==> src/sv/redd_pkg.sv <==
`default_nettype none
// ----------------------------------------------------------------------------
// redd_pkg
// Shared types, constants and codes of the early drop decision block.
// ----------------------------------------------------------------------------
package redd_pkg;

    localparam int AVG_SCALE_BITS = 10;
    localparam int MAX_IDLE_STEPS = 1024;
    localparam int IDLE_W         = $clog2(MAX_IDLE_STEPS + 1);

    localparam logic [16:0] ONE_FIX     = 17'h10000;
    localparam logic [15:0] LEN_MAX     = 16'hFFFF;
    localparam logic [31:0] ROUND_HALF  = 32'(1) << (AVG_SCALE_BITS - 1);
    localparam logic [31:0] IDLE_LIMIT  = 32'(MAX_IDLE_STEPS);
    localparam logic signed [31:0] PSD_MAX = 32'sh7FFF_FFFF;

    // register reset values
    localparam logic [15:0] RST_MIN_TH   = 16'd5;
    localparam logic [15:0] RST_MAX_TH   = 16'd15;
    localparam logic [16:0] RST_MAX_PROB = 17'd6554;
    localparam logic [4:0]  RST_SHIFT    = 5'd4;
    localparam logic        RST_GENTLE   = 1'b1;
    localparam logic [4:0]  SHIFT_LIMIT  = 5'd16;

    // register indexes
    localparam logic [2:0] REG_MIN_TH   = 3'd0;
    localparam logic [2:0] REG_MAX_TH   = 3'd1;
    localparam logic [2:0] REG_MAX_PROB = 3'd2;
    localparam logic [2:0] REG_SHIFT    = 3'd3;
    localparam logic [2:0] REG_GENTLE   = 3'd4;

    // decision causes
    localparam logic [1:0] CAUSE_BELOW  = 2'd0;
    localparam logic [1:0] CAUSE_PASS   = 2'd1;
    localparam logic [1:0] CAUSE_FORCED = 2'd2;
    localparam logic [1:0] CAUSE_RANDOM = 2'd3;

    // divider operand selects
    localparam logic [1:0] DIV_LSLOPE = 2'd0;
    localparam logic [1:0] DIV_LOFF   = 2'd1;
    localparam logic [1:0] DIV_GSLOPE = 2'd2;
    localparam logic [1:0] DIV_TARGET = 2'd3;

    typedef struct packed {
        logic [15:0] queue_length;
        logic [31:0] tick_now;
        logic [15:0] random_bits;
    } in_item_t;

    typedef struct packed {
        logic        drop;
        logic [1:0]  drop_cause;
        logic [15:0] average_length;
    } out_item_t;

    typedef struct packed {
        logic       cfg_wr;
        logic       load_in;
        logic       prep;
        logic       ewma_step;
        logic       prob_avg;
        logic       prob_mul;
        logic       prob_sub;
        logic       div_start;
        logic       div_store;
        logic [1:0] div_sel;
        logic       derive_fin;
        logic       commit;
    } cmd_t;

    typedef struct packed {
        logic div_done;
        logic ewma_busy;
        logic need_div;
        logic out_free;
    } status_t;

endpackage
`default_nettype wire

==> src/sv/redd_div.sv <==
`default_nettype none
// ----------------------------------------------------------------------------
// redd_div
// Restoring divider, 32-bit dividend by 17-bit divisor, one bit per cycle.
// ----------------------------------------------------------------------------
module redd_div import redd_pkg::*; (
    input  wire logic        aclk,
    input  wire logic        aresetn,
    input  wire logic        start,
    input  wire logic [31:0] num,
    input  wire logic [16:0] den,
    output logic             done,
    output logic [31:0]      quo
);

    logic [5:0]  cnt_reg;
    logic        busy_reg;
    logic        done_reg;
    logic [16:0] rem_reg;
    logic [16:0] den_reg;
    logic [31:0] quo_reg;
    logic [17:0] shifted;
    logic        fits;

    assign shifted = {rem_reg, quo_reg[31]};
    assign fits    = shifted >= {1'b0, den_reg};

    always_ff @(posedge aclk) begin
        if (!aresetn) begin
            cnt_reg  <= '0;
            busy_reg <= 1'b0;
            done_reg <= 1'b0;
        end else if (start) begin
            cnt_reg  <= 6'd32;
            busy_reg <= 1'b1;
            done_reg <= 1'b0;
        end else if (busy_reg) begin
            cnt_reg <= cnt_reg - 6'd1;
            if (cnt_reg == 6'd1) begin
                busy_reg <= 1'b0;
                done_reg <= 1'b1;
            end
        end
    end

    always_ff @(posedge aclk) begin
        if (start) begin
            rem_reg <= '0;
            den_reg <= den;
            quo_reg <= num;
        end else if (busy_reg) begin
            rem_reg <= fits ? 17'(shifted - {1'b0, den_reg}) : shifted[16:0];
            quo_reg <= {quo_reg[30:0], fits};
        end
    end

    assign done = done_reg;
    assign quo  = quo_reg;

endmodule
`default_nettype wire

==> src/sv/redd_datapath.sv <==
`default_nettype none
// ----------------------------------------------------------------------------
// redd_datapath
// Configuration, derived coefficients, average, drop count and result register.
// ----------------------------------------------------------------------------
module redd_datapath import redd_pkg::*; (
    input  wire logic        aclk,
    input  wire logic        aresetn,
    input  wire in_item_t    s_data,
    input  wire logic [2:0]  cfg_index,
    input  wire logic [16:0] cfg_data,
    input  wire cmd_t        cmd,
    output status_t          status,
    input  wire logic        m_ready,
    output logic             m_valid,
    output out_item_t        m_data
);

    // configuration
    logic [15:0] min_th_reg, max_th_reg;
    logic [16:0] mp_reg;
    logic [4:0]  ash_reg;
    logic        gentle_reg;
    // derived
    logic [16:0] lslope_reg, gslope_reg, kill_reg;
    logic [31:0] loff_reg;
    logic [17:0] goff_reg;
    // persistent state
    logic [31:0] avg_sc_reg;
    logic signed [31:0] psd_reg;
    logic [15:0] rtarget_reg;
    logic [31:0] last_tick_reg;
    // per transaction
    logic [15:0] q_reg, rnd_reg, avg_len_reg, quot_reg;
    logic [31:0] tick_reg;
    logic [IDLE_W-1:0] n_reg;
    logic        sh0_reg, below_reg, kill_hit_reg, lin_reg;
    logic [48:0] prod_reg;
    logic signed [40:0] p_reg;
    logic signed [31:0] psd_inc_reg;
    logic        m_valid_reg;
    out_item_t   m_data_reg;

    // divider
    logic [31:0] div_num, div_quo;
    logic [16:0] div_den;
    logic        div_done;

    logic [15:0] diff_th;
    logic        lo_ge_hi;
    logic [31:0] mp_lo;
    logic [16:0] p_clamp;

    assign diff_th  = max_th_reg - min_th_reg;
    assign lo_ge_hi = min_th_reg >= max_th_reg;
    assign mp_lo    = {15'b0, mp_reg} * {16'b0, min_th_reg};
    assign p_clamp  = (p_reg > 41'sd65536) ? ONE_FIX : p_reg[16:0];

    always_comb begin
        case (cmd.div_sel)
            DIV_LSLOPE: begin
                div_num = {15'b0, mp_reg};
                div_den = {1'b0, diff_th};
            end
            DIV_LOFF: begin
                div_num = mp_lo;
                div_den = {1'b0, diff_th};
            end
            DIV_GSLOPE: begin
                div_num = {15'b0, 17'(ONE_FIX - mp_reg)};
                div_den = (max_th_reg == 16'd0) ? 17'd1 : {1'b0, max_th_reg};
            end
            default: begin
                div_num = {16'b0, rtarget_reg};
                div_den = p_clamp;
            end
        endcase
    end

    redd_div u_div (
        .aclk    (aclk),
        .aresetn (aresetn),
        .start   (cmd.div_start),
        .num     (div_num),
        .den     (div_den),
        .done    (div_done),
        .quo     (div_quo)
    );

    // one averaging sample toward q_reg (zero on the idle path)
    logic [33:0] ew_target, ew_a, ew_up, ew_dn;
    logic [31:0] avg_step_next;

    assign ew_target = 34'({q_reg, {AVG_SCALE_BITS{1'b0}}});
    assign ew_a      = {2'b0, avg_sc_reg};
    assign ew_up     = (ew_target - ew_a) >> ash_reg;
    assign ew_dn     = (ew_a - ew_target + (34'(1) << ash_reg) - 34'd1) >> ash_reg;
    assign avg_step_next = (ew_target >= ew_a) ? 32'(ew_a + ew_up) : 32'(ew_a - ew_dn);

    // idle sample count
    logic [31:0] idle_raw;
    logic [IDLE_W-1:0] idle_n_next;

    assign idle_raw    = (last_tick_reg == 32'd0) ? 32'd1 : tick_reg - last_tick_reg;
    assign idle_n_next = (idle_raw > IDLE_LIMIT) ? IDLE_W'(MAX_IDLE_STEPS)
                                                 : idle_raw[IDLE_W-1:0];

    // unscaled average
    logic [32:0] rnd_sum, unscaled;
    logic [15:0] avg_len_next;

    assign rnd_sum      = {1'b0, avg_sc_reg} + {1'b0, ROUND_HALF};
    assign unscaled     = rnd_sum >> AVG_SCALE_BITS;
    assign avg_len_next = sh0_reg ? q_reg
                        : ((|unscaled[32:16]) ? LEN_MAX : unscaled[15:0]);

    logic        lin_next;
    logic [48:0] prod_next;
    logic signed [40:0] p_next;
    logic signed [31:0] psd_inc_next;

    assign lin_next     = avg_len_reg <= max_th_reg;
    assign prod_next    = (lin_next ? lslope_reg : gslope_reg) * avg_sc_reg;
    assign p_next       = $signed({2'b0, prod_reg[48:AVG_SCALE_BITS]})
                        - (lin_reg ? $signed({9'b0, loff_reg})
                                   : $signed({{23{goff_reg[17]}}, goff_reg}));
    assign psd_inc_next = (psd_reg == PSD_MAX) ? psd_reg : psd_reg + 32'sd1;

    logic in_band, rand_drop;
    assign in_band   = !below_reg && !kill_hit_reg;
    assign rand_drop = status.need_div && (psd_inc_reg > $signed({16'b0, quot_reg}));

    always_comb begin
        status.div_done  = div_done;
        status.ewma_busy = (n_reg != '0) && ((avg_sc_reg != 32'd0) || (q_reg != 16'd0));
        status.need_div  = in_band && (psd_inc_reg > 32'sd0) && (p_reg > 41'sd0);
        status.out_free  = !m_valid_reg || m_ready;
    end

    // control and persistent state
    always_ff @(posedge aclk) begin
        if (!aresetn) begin
            min_th_reg    <= RST_MIN_TH;
            max_th_reg    <= RST_MAX_TH;
            mp_reg        <= RST_MAX_PROB;
            ash_reg       <= RST_SHIFT;
            gentle_reg    <= RST_GENTLE;
            avg_sc_reg    <= '0;
            psd_reg       <= -32'sd1;
            rtarget_reg   <= '0;
            last_tick_reg <= '0;
            m_valid_reg   <= 1'b0;
        end else begin
            if (cmd.cfg_wr) begin
                case (cfg_index)
                    REG_MIN_TH:   min_th_reg <= cfg_data[15:0];
                    REG_MAX_TH:   max_th_reg <= cfg_data[15:0];
                    REG_MAX_PROB: mp_reg <= (cfg_data > ONE_FIX) ? ONE_FIX : cfg_data;
                    REG_SHIFT:    ash_reg <= (cfg_data[4:0] > SHIFT_LIMIT) ? SHIFT_LIMIT
                                                                        : cfg_data[4:0];
                    REG_GENTLE:   gentle_reg <= cfg_data[0];
                    default: begin
                    end
                endcase
            end
            if (cmd.prep) begin
                if (ash_reg == 5'd0) begin
                    avg_sc_reg <= 32'({q_reg, {AVG_SCALE_BITS{1'b0}}});
                end else if (q_reg != 16'd0) begin
                    last_tick_reg <= '0;
                end else begin
                    last_tick_reg <= tick_reg;
                end
            end
            if (cmd.ewma_step) begin
                avg_sc_reg <= avg_step_next;
            end
            if (cmd.commit) begin
                if (below_reg || kill_hit_reg) begin
                    psd_reg <= -32'sd1;
                end else if (rand_drop) begin
                    psd_reg     <= 32'sd0;
                    rtarget_reg <= rnd_reg;
                end else begin
                    psd_reg <= psd_inc_reg;
                    if (psd_inc_reg == 32'sd0) begin
                        rtarget_reg <= rnd_reg;
                    end
                end
            end
            if (cmd.commit) begin
                m_valid_reg <= 1'b1;
            end else if (m_ready) begin
                m_valid_reg <= 1'b0;
            end
        end
    end

    // working registers
    always_ff @(posedge aclk) begin
        if (cmd.load_in) begin
            q_reg    <= s_data.queue_length;
            tick_reg <= s_data.tick_now;
            rnd_reg  <= s_data.random_bits;
        end
        if (cmd.prep) begin
            sh0_reg <= ash_reg == 5'd0;
            if (ash_reg == 5'd0) begin
                n_reg <= '0;
            end else if (q_reg != 16'd0) begin
                n_reg <= IDLE_W'(1);
            end else begin
                n_reg <= idle_n_next;
            end
        end
        if (cmd.ewma_step) begin
            n_reg <= n_reg - IDLE_W'(1);
        end
        if (cmd.prob_avg) begin
            avg_len_reg <= avg_len_next;
        end
        if (cmd.prob_mul) begin
            lin_reg      <= lin_next;
            prod_reg     <= prod_next;
            below_reg    <= avg_len_reg <= min_th_reg;
            kill_hit_reg <= {1'b0, avg_len_reg} > kill_reg;
        end
        if (cmd.prob_sub) begin
            p_reg       <= p_next;
            psd_inc_reg <= psd_inc_next;
        end
        if (cmd.div_store) begin
            case (cmd.div_sel)
                DIV_LSLOPE: lslope_reg <= div_quo[16:0];
                DIV_LOFF:   loff_reg   <= div_quo;
                DIV_GSLOPE: gslope_reg <= div_quo[16:0];
                default:    quot_reg   <= div_quo[15:0];
            endcase
        end
        if (cmd.derive_fin) begin
            goff_reg <= 18'h10000 - {mp_reg, 1'b0};
            kill_reg <= (gentle_reg && (mp_reg != ONE_FIX)) ? {max_th_reg, 1'b0}
                                                            : {1'b0, max_th_reg};
            if (lo_ge_hi) begin
                lslope_reg <= '0;
                loff_reg   <= 32'd1;
            end
        end
        if (cmd.commit) begin
            m_data_reg.average_length <= avg_len_reg;
            if (below_reg) begin
                m_data_reg.drop       <= 1'b0;
                m_data_reg.drop_cause <= CAUSE_BELOW;
            end else if (kill_hit_reg) begin
                m_data_reg.drop       <= 1'b1;
                m_data_reg.drop_cause <= CAUSE_FORCED;
            end else if (rand_drop) begin
                m_data_reg.drop       <= 1'b1;
                m_data_reg.drop_cause <= CAUSE_RANDOM;
            end else begin
                m_data_reg.drop       <= 1'b0;
                m_data_reg.drop_cause <= CAUSE_PASS;
            end
        end
    end

    assign m_valid = m_valid_reg;
    assign m_data  = m_data_reg;

endmodule
`default_nettype wire

==> src/sv/redd_ctrl.sv <==
`default_nettype none
// ----------------------------------------------------------------------------
// redd_ctrl
// Sequencer for coefficient derivation and the per-packet decision steps.
// ----------------------------------------------------------------------------
module redd_ctrl import redd_pkg::*; (
    input  wire logic    aclk,
    input  wire logic    aresetn,
    input  wire logic    s_valid,
    output logic         s_ready,
    input  wire logic    cfg_valid,
    output logic         cfg_ready,
    input  wire status_t status,
    output cmd_t         cmd
);

    localparam logic [4:0] ST_D_LS  = 5'd0;
    localparam logic [4:0] ST_D_LSW = 5'd1;
    localparam logic [4:0] ST_D_LO  = 5'd2;
    localparam logic [4:0] ST_D_LOW = 5'd3;
    localparam logic [4:0] ST_D_GS  = 5'd4;
    localparam logic [4:0] ST_D_GSW = 5'd5;
    localparam logic [4:0] ST_D_FIN = 5'd6;
    localparam logic [4:0] ST_IDLE  = 5'd7;
    localparam logic [4:0] ST_PREP  = 5'd8;
    localparam logic [4:0] ST_EWMA  = 5'd9;
    localparam logic [4:0] ST_P1    = 5'd10;
    localparam logic [4:0] ST_P2    = 5'd11;
    localparam logic [4:0] ST_P3    = 5'd12;
    localparam logic [4:0] ST_DEC   = 5'd13;
    localparam logic [4:0] ST_DIVW  = 5'd14;
    localparam logic [4:0] ST_FIN   = 5'd15;

    logic [4:0] state_reg, state_next;

    assign cfg_ready = state_reg == ST_IDLE;
    assign s_ready   = (state_reg == ST_IDLE) && !cfg_valid;

    always_comb begin
        cmd        = '0;
        state_next = state_reg;
        case (state_reg)
            ST_D_LS: begin
                cmd.div_sel   = DIV_LSLOPE;
                cmd.div_start = 1'b1;
                state_next    = ST_D_LSW;
            end
            ST_D_LSW: begin
                cmd.div_sel = DIV_LSLOPE;
                if (status.div_done) begin
                    cmd.div_store = 1'b1;
                    state_next    = ST_D_LO;
                end
            end
            ST_D_LO: begin
                cmd.div_sel   = DIV_LOFF;
                cmd.div_start = 1'b1;
                state_next    = ST_D_LOW;
            end
            ST_D_LOW: begin
                cmd.div_sel = DIV_LOFF;
                if (status.div_done) begin
                    cmd.div_store = 1'b1;
                    state_next    = ST_D_GS;
                end
            end
            ST_D_GS: begin
                cmd.div_sel   = DIV_GSLOPE;
                cmd.div_start = 1'b1;
                state_next    = ST_D_GSW;
            end
            ST_D_GSW: begin
                cmd.div_sel = DIV_GSLOPE;
                if (status.div_done) begin
                    cmd.div_store = 1'b1;
                    state_next    = ST_D_FIN;
                end
            end
            ST_D_FIN: begin
                cmd.derive_fin = 1'b1;
                state_next     = ST_IDLE;
            end
            ST_IDLE: begin
                if (cfg_valid) begin
                    cmd.cfg_wr = 1'b1;
                    state_next = ST_D_LS;
                end else if (s_valid) begin
                    cmd.load_in = 1'b1;
                    state_next  = ST_PREP;
                end
            end
            ST_PREP: begin
                cmd.prep   = 1'b1;
                state_next = ST_EWMA;
            end
            ST_EWMA: begin
                // one decay sample per cycle until the count or the average runs out
                if (status.ewma_busy) begin
                    cmd.ewma_step = 1'b1;
                end else begin
                    state_next = ST_P1;
                end
            end
            ST_P1: begin
                cmd.prob_avg = 1'b1;
                state_next   = ST_P2;
            end
            ST_P2: begin
                cmd.prob_mul = 1'b1;
                state_next   = ST_P3;
            end
            ST_P3: begin
                cmd.prob_sub = 1'b1;
                state_next   = ST_DEC;
            end
            ST_DEC: begin
                cmd.div_sel = DIV_TARGET;
                if (status.need_div) begin
                    cmd.div_start = 1'b1;
                    state_next    = ST_DIVW;
                end else begin
                    state_next = ST_FIN;
                end
            end
            ST_DIVW: begin
                cmd.div_sel = DIV_TARGET;
                if (status.div_done) begin
                    cmd.div_store = 1'b1;
                    state_next    = ST_FIN;
                end
            end
            ST_FIN: begin
                cmd.div_sel = DIV_TARGET;
                if (status.out_free) begin
                    cmd.commit = 1'b1;
                    state_next = ST_IDLE;
                end
            end
            default: begin
                state_next = ST_IDLE;
            end
        endcase
    end

    always_ff @(posedge aclk) begin
        if (!aresetn) begin
            state_reg <= ST_D_LS;
        end else begin
            state_reg <= state_next;
        end
    end

endmodule
`default_nettype wire

==> src/sv/red_early_drop_decision.sv <==
`default_nettype none
// ----------------------------------------------------------------------------
// red_early_drop_decision
// Random early detection drop decision with gentle ramp, one result per packet.
// ----------------------------------------------------------------------------
// A packet runs through preparation, the averaging samples, the average,
// product and subtraction steps and the decision; when the drop count must be
// compared against target / probability, the serial divider runs before the
// result is committed. On an empty queue the average takes one decay sample
// per idle tick (up to 1024, fewer once the average reaches zero). The next packet
// is accepted as soon as the result is in the output register. After reset and
// after every register write the block derives slopes and offsets through the
// same divider and accepts no packet in that time.
module red_early_drop_decision import redd_pkg::*; (
    input  wire logic        aclk,
    input  wire logic        aresetn,
    input  wire logic        s_valid,
    output logic             s_ready,
    input  wire in_item_t    s_data,
    output logic             m_valid,
    input  wire logic        m_ready,
    output out_item_t        m_data,
    input  wire logic        cfg_valid,
    output logic             cfg_ready,
    input  wire logic [2:0]  cfg_index,
    input  wire logic [16:0] cfg_data
);

    cmd_t    cmd;
    status_t status;

    redd_ctrl u_ctrl (
        .aclk      (aclk),
        .aresetn   (aresetn),
        .s_valid   (s_valid),
        .s_ready   (s_ready),
        .cfg_valid (cfg_valid),
        .cfg_ready (cfg_ready),
        .status    (status),
        .cmd       (cmd)
    );

    redd_datapath u_dp (
        .aclk      (aclk),
        .aresetn   (aresetn),
        .s_data    (s_data),
        .cfg_index (cfg_index),
        .cfg_data  (cfg_data),
        .cmd       (cmd),
        .status    (status),
        .m_ready   (m_ready),
        .m_valid   (m_valid),
        .m_data    (m_data)
    );

endmodule
`default_nettype wire

==> config.mk <==
export PLATFORM = sky130hd
export DESIGN_NAME = red_early_drop_decision
export DESIGN_NICKNAME = d
export VERILOG_FILES = /design/src/sv/redd_pkg.sv /design/src/sv/redd_div.sv /design/src/sv/redd_datapath.sv /design/src/sv/redd_ctrl.sv /design/src/sv/red_early_drop_decision.sv
export SDC_FILE = /design/constraint.sdc
export NUM_CORES = 2
export LEC_CHECK = 0
export ABC_AREA = 1
export BUFFER_PORTS_ARGS = -buffer_cell sky130_fd_sc_hd__buf_2
export CAP_MARGIN = 10
export CORE_MARGIN = 5
export CORE_UTILIZATION = 45
export CTS_BUF_LIST = sky130_fd_sc_hd__clkbuf_8 sky130_fd_sc_hd__clkbuf_16
export CTS_CLUSTER_SIZE = 16
export DETAILED_ROUTE_END_ITERATION = 10
export SLEW_MARGIN = 10
export SYNTH_ARGS = -nofsm -noshare
export SYNTH_HDL_FRONTEND = slang
export SYNTH_SLANG_ARGS = --single-unit
==> constraint.sdc <==
create_clock -name aclk -period 8.1 [get_ports aclk]
set_input_delay 2.025 -clock aclk [delete_from_list [all_inputs] [get_ports aclk]]
set_output_delay 2.025 -clock aclk [all_outputs]
set_load 0.01 [all_outputs]
Word level (Yosys, flattened, before mapping). Cells that the tools add are included.

Add/sub/neg operators: 16. Multipliers: 2. Magnitude comparators: 13. Equality and inequality tests: 31. Shift operators: 3. Mux-type cells: 75. Bitwise gates (word level): 4. Reduce and logical (&&, ||, !) cells: 51.

Operator list (number): $mux 32 (15); $mux 17 (8); $mux 16 (6); $pmux 32 s3 (1); $pmux 5 s15 (1); $shr 34x5->32 (2); $logic_not 32->1 (2); $sub 32x32->32 (2); $mux 11 (5); $mul 49x32->49 (1); $mux 5 (9); $gt 41x1->1 const B (1); $gt 41x18->1 const B (1); $mux 41 (1); $sub 40x41->41 (1); $eq 5x4->1 const B (8); $add 34x34->34 (1); $pmux 17 s2 (1); $shl 1x5->34 const A (1); $sub 34x1->34 const B (1); $add 32x10->33 const B (1); $sub 26x32->33 (1); $sub 32x26->33 (1); $add 32x2->32 const B (1); 57 further kinds (123).

Flip-flop bits (word level): 600. Bits of input ports: 89. Logic and storage cells: 237.

Depth between registers and ports, before layout.
Word-level depth: 8. Depth in mapped cells: 61. Depth with buffers taken out: 60.

By module. Synthesis repeated with hierarchy kept, for this count alone.

Cell total of the unflattened synthesis: 9148. Area total of the unflattened synthesis: 68753.4 um^2.

By module, submodules not included: redd_datapath (times used 1, cells each 8522, area an instance 63997.6 um^2, seq. area each 13112.6 um^2); redd_div (times used 1, cells each 548, area an instance 4324.1 um^2, seq. area each 1971.9 um^2); redd_ctrl (times used 1, cells each 78, area an instance 431.7 um^2, seq. area each 80.1 um^2).

Worst setup path after synthesis. No wires, ideal clock.

Kind: register -> register. Start: register u_dp.max_th_reg[1]. End: register u_dp.prod_reg[43], data pin. Data arrival time: 7.999 ns. Data required time: 7.841 ns. Path slack: -0.158 ns. Stages on the path, launching flop included: 45. Path buffers: 3. Period minus slack after synthesis: 8.258 ns. Path through: dfxtp_1 > inv_1 > ha_1 > a21oi_1 > nor2_1 > a211oi_1 > o221ai_1 > nand2_1 > o2111ai_1 > nand2_1 > clkbuf_1 > clkbuf_1 > o21ai_0 > inv_1 > clkbuf_1 > nand2_1 > fa_1 > inv_1 > (+9 left out) > o21ai_0 > a21oi_1 > inv_1 > a21oi_1 > inv_1 > a21oi_1 > inv_1 > a21oi_1 > inv_1 > a21oi_1 > o21ai_1 > nand2_1 > nand2_1 > nand2_1 > nand2_1 > nand3_1 > nand3_1 > xor2_1.

Longest elaborated chain between the ends: 3.

Ends and longest elaborated chain: from (decl) (RTL line redd_datapath.sv:20) `logic [15:0] min_th_reg, max_th_reg;`; from (signal assigned) (RTL line redd_datapath.sv:157) `REG_MAX_TH: max_th_reg <= cfg_data[15:0];`; $le 16x16->1 (RTL line redd_datapath.sv:122) `assign lin_next = avg_len_reg <= max_th_reg;`; net u_dp.lin_next (RTL line redd_datapath.sv:117) `logic lin_next;`; $mux 17 (RTL line redd_datapath.sv:123) `assign prod_next = (lin_next ? lslope_reg : gslope_reg) * avg_sc_reg;`; $mul 49x32->49 (RTL line redd_datapath.sv:123); net u_dp.prod_next[43] (RTL line redd_datapath.sv:118) `logic [48:0] prod_next;`; to (signal assigned) (RTL line redd_datapath.sv:224) `prod_reg <= prod_next;`; to (decl) (RTL line redd_datapath.sv:38) `logic [48:0] prod_reg;`.

The timed path passes the listed nets, and every way through them passes these cells. A chain may end at the register's enable or synchronous reset.

Final worst setup path.
Start: register u_dp.avg_sc_reg[10]. End: register u_dp.avg_sc_reg[21].

Longest elaborated chain between the ends: 7. Elaborated cells on any way between the ends: 19. Classes of those cells: 6 x add/sub; 1 x order compare; 2 x shift; 4 x mux; 6 x reduce/logical.

Ends and longest elaborated chain: from (decl) (RTL line redd_datapath.sv:29) `logic [31:0] avg_sc_reg;`; from (signal assigned) (RTL line redd_datapath.sv:168) `avg_sc_reg <= 32'({q_reg, {AVG_SCALE_BITS{1'b0}}});`; from (signal assigned) (RTL line redd_datapath.sv:176) `avg_sc_reg <= avg_step_next;`; $sub 32x26->33 / $reduce_bool 32->1 (equally long branches) (RTL line redd_datapath.sv:97, redd_datapath.sv:135); $add 34x34->34 / $logic_or 1x1->1 (equally long branches) (RTL line redd_datapath.sv:97, redd_datapath.sv:135); $sub 34x1->34 / $logic_and 1x1->1 (equally long branches) (RTL line redd_datapath.sv:97, redd_datapath.sv:135); $shr 34x5->32 / $mux 1 (equally long branches) (RTL line redd_datapath.sv:97, redd_ctrl.sv:98); $sub 32x32->32 / $mux 1 (equally long branches) (RTL line redd_datapath.sv:98, redd_ctrl.sv:42); $mux 32 / $reduce_bool 2->1 (equally long branches); $mux 32 / $reduce_and 2->1 (equally long branches).

Several ways; a longest one is shown, not always the timed one.

==> impl_metrics.env <==
export IMPL_status="completed"
export IMPL_ys_flop_type="edfxtp_1"
export IMPL_endpoint="u_dp.avg_sc_reg[21]$_SDFFE_PN0P_"
export IMPL_max_stage_delay_ns=0.38
export IMPL_ys_async_sr_fraction_pct=0
export IMPL_fp_row_count=142
export IMPL_crit_path_start_kind="flop"
export IMPL_cts_hold_buf=0
export IMPL_yosysMostFrequentCell="nand2_1"
export IMPL_rsz0062_at_grt="yes"
export IMPL_track_usage_pct=30.07
export IMPL_antenna_left=0
export IMPL_p_per_area_nw_per_um2=207.8
export IMPL_drtIter0Drc=5093
export IMPL_clock_sinks=587
export IMPL_hpwlAfterDp_um=193700
export IMPL_synth_common_cells="1944 x nand2_1, 1648 x inv_1, 661 x fa_1"
export IMPL_fin_ws_ns=0.04521
export IMPL_start_util_pct=45.14
export IMPL_fin_skew_ns=0.04001
export IMPL_drive_gt1_share_pct=16.40
export IMPL_cts_tree="yes"
export IMPL_clockBufferDepth=3
export IMPL_grt_first_pass_wirelength_um=366600
export IMPL_hold_viol=0
export IMPL_syn_avg_cell_area_um2=7.606
export IMPL_netlist_area_um2=67450
export IMPL_slowest_stage="a221o_1"
export IMPL_drc=0
export IMPL_finalSetupViolations=0
export IMPL_clk_latency_ns=0.69
export IMPL_critPathCaptureType="flop"
export IMPL_worstPathMaxFanout=3
export IMPL_r2r_end="u_dp.avg_sc_reg[21]$_SDFFE_PN0P_"
export IMPL_pin_count=111
export IMPL_cts_buffers=72
export IMPL_r2r_start="u_dp.avg_sc_reg[10]$_SDFFE_PN0P_"
export IMPL_fin_crit_sh_pct=99.44
export IMPL_ctsRootBufferMaster="clkbuf_16"
export IMPL_synth_area_leaders="fa_1 20%, edfxtp_1 15%, nand2_1 11%, ha_1 9.9%, inv_1 9.2%"
export IMPL_yosysTopAreaCell="fa_1"
export IMPL_clkSlewWorstSetupHoldPaths_ns=0.06
export IMPL_routedWlPerCell_um=20.88
export IMPL_min_period_ns=8.055
export IMPL_yosys_warnings=0
export IMPL_firstDrtPassIters=6
export IMPL_nets=10750
export IMPL_synth_seq_cells=587
export IMPL_hold_path_class="flop to flop"
export IMPL_grt_ovfl_total=0
export IMPL_dieHeight_um=397.2
export IMPL_place_gp_congestion=0.9659
export IMPL_drv_cap=0
export IMPL_largest_reg_flops=41
export IMPL_grt_pass1_vias=62020
export IMPL_r2r_cells=58
export IMPL_synth_edf_count=341
export IMPL_max_freq_mhz=124.2
export IMPL_postSynthCellCount=8868
export IMPL_antenna_found_initial=11
export IMPL_slew_violations=0
export IMPL_grt_max_degree=83
export IMPL_htreeDepth=3
export IMPL_seq_area_frac_synth_pct=22.48
export IMPL_crit_type="flop to flop"
export IMPL_relSlewSlack_pct=17.08
export IMPL_final_cell_area_um2=79800
export IMPL_place_ws_ns=-0.8189
export IMPL_dieArea_um2=157700
export IMPL_coreArea_um2=149400
export IMPL_startpoint="u_dp.avg_sc_reg[10]$_SDFFE_PN0P_"
export IMPL_worst_pin_slew_ns=1.231
export IMPL_synth_cell_types=79
export IMPL_required_ns=8.62
export IMPL_wirelength_um=241000
export IMPL_vdd_ir_drop_max_uv=191.1
export IMPL_rrSetupSlack_ns=0.05
export IMPL_syn_num_nets=10150
export IMPL_p_leak_nw=39.27
export IMPL_syn2layout_area_growth_pct=18.31
export IMPL_crit_arrival_ns=8.58
export IMPL_num_vias=62750
export IMPL_dpl_cell_area_um2=74290
export IMPL_die_x_um=397.2
export IMPL_min_from="u_dp.lslope_reg[12]$_DFF_P_"
export IMPL_path_common_cell="inv_2"
export IMPL_nFillCells=14410
export IMPL_io_buffers=110
export IMPL_synth_top_area_share_pct=19.62
export IMPL_avgViaCountPerCell=5.438
-- worst max-delay path: cells and delay by family, from the launching register on --
| family | cells | cell delay (ns) |
|---|---|---|
| AOI/OAI and AO/OA | 15 | 2.61 |
| and+or+nand+nor | 21 | 1.89 |
| adders and majority gates | 6 | 1.60 |
| buffers and inverters | 13 | 1.17 |
| DFF | 1 | 0.33 |
| xor gates and xnor gates | 3 | 0.29 |
-- worst min path at each step --
stage                                   to  cells past startpoint
2_1_floorplan   u_dp.goff_reg[1]$_DFFE_PN_                      0
3_3_place_gp    u_dp.lslope_reg[3]$_DFF_P_                      2
3_5_place_dp     u_dp.loff_reg[16]$_DFF_P_                      2
4_1_cts        u_dp.lslope_reg[12]$_DFF_P_                      2
5_1_grt         u_dp.lslope_reg[3]$_DFF_P_                      2
6_report       u_dp.lslope_reg[12]$_DFF_P_                      2
-- layout make-up --
class / instances / area [um^2] / area share (%)
Antenna cell: 4 / 10.01 / 0.01254
Clock buffer: 78 / 1896 / 2.375
Clock inverter: 54 / 528.0 / 0.6616
Inverter: 1691 / 6405 / 8.026
Multi-Input combinational cell: 6224 / 46380 / 58.12
Sequential cell: 587 / 15170 / 19.01
Tap cell: 2016 / 2522 / 3.161
Timing Repair Buffer: 886 / 6888 / 8.631
-- kinds of logic (layout without fill, tap and decap cells) --
kind of cell,Yosys count,after routing,synth area share [%]
AND/OR/NAND/NOR,3361,3361,21.11
buffers and inverters,2057,2709,11.58
AO/OA/AOI/OAI,1397,1397,11.76
adder cells (fa/ha/maj),1195,1195,29.52
flip-flops,587,587,22.48
XOR/XNOR,262,262,3.402
multiplexers,9,9,0.1354
other,0,4,0
-- repair_timing --
action	in CTS	in global routing
pin swaps	78	159
cloned	0	7
gates resized for setup	168	371
endpoints found under the setup margin	42	50
buffers inserted	45	65
-- metal layers --
metal	part of all wire, %	GRT usage, %
met3	7.2	4.470
met4	5.5	13.56
met2	46	49.60
met1	41	39.24
met5	0.023	0
-- layout by cell type (no fill, tap or decap), types with 89 or more instances in the layout --
cell,netlist,layout
edfxtp_1,341,341
ha_1,534,495
xnor2_1,90,89
nand2_1,1944,1859
nor2_1,628,597
xor2_1,172,167
a21oi_1,586,530
buf_2,41,110
nand3_1,431,384
fa_1,661,646
o21ai_0,404,362
nand2_2,47,114
buf_4,5,718
inv_1,1648,1634
dfxtp_1,246,242
-- power breakdown --
group          internal [mW]  switching (mW)
Sequential              3.62           0.319
Combinational           3.69            5.63
Clock                   1.91            1.42
Total                   9.22            7.37
-- metrics by stage --
step	total power [mW]	setup TNS (ns)	hold slack, ns	util (%)	instances
after floorplan	8.660	0	0.4064	-	8868
after global placement	12.14	-12.39	0.4473	49.72	11290
after detailed placement	12.19	-14.92	0.4502	49.72	11290
after CTS	15.86	-0.07428	0.4629	51.99	11470
after global routing	17.64	-4.062	0.4771	53.40	11540
final	16.58	0	0.4603	53.41	11540
(Power assumes the default switching activity.)
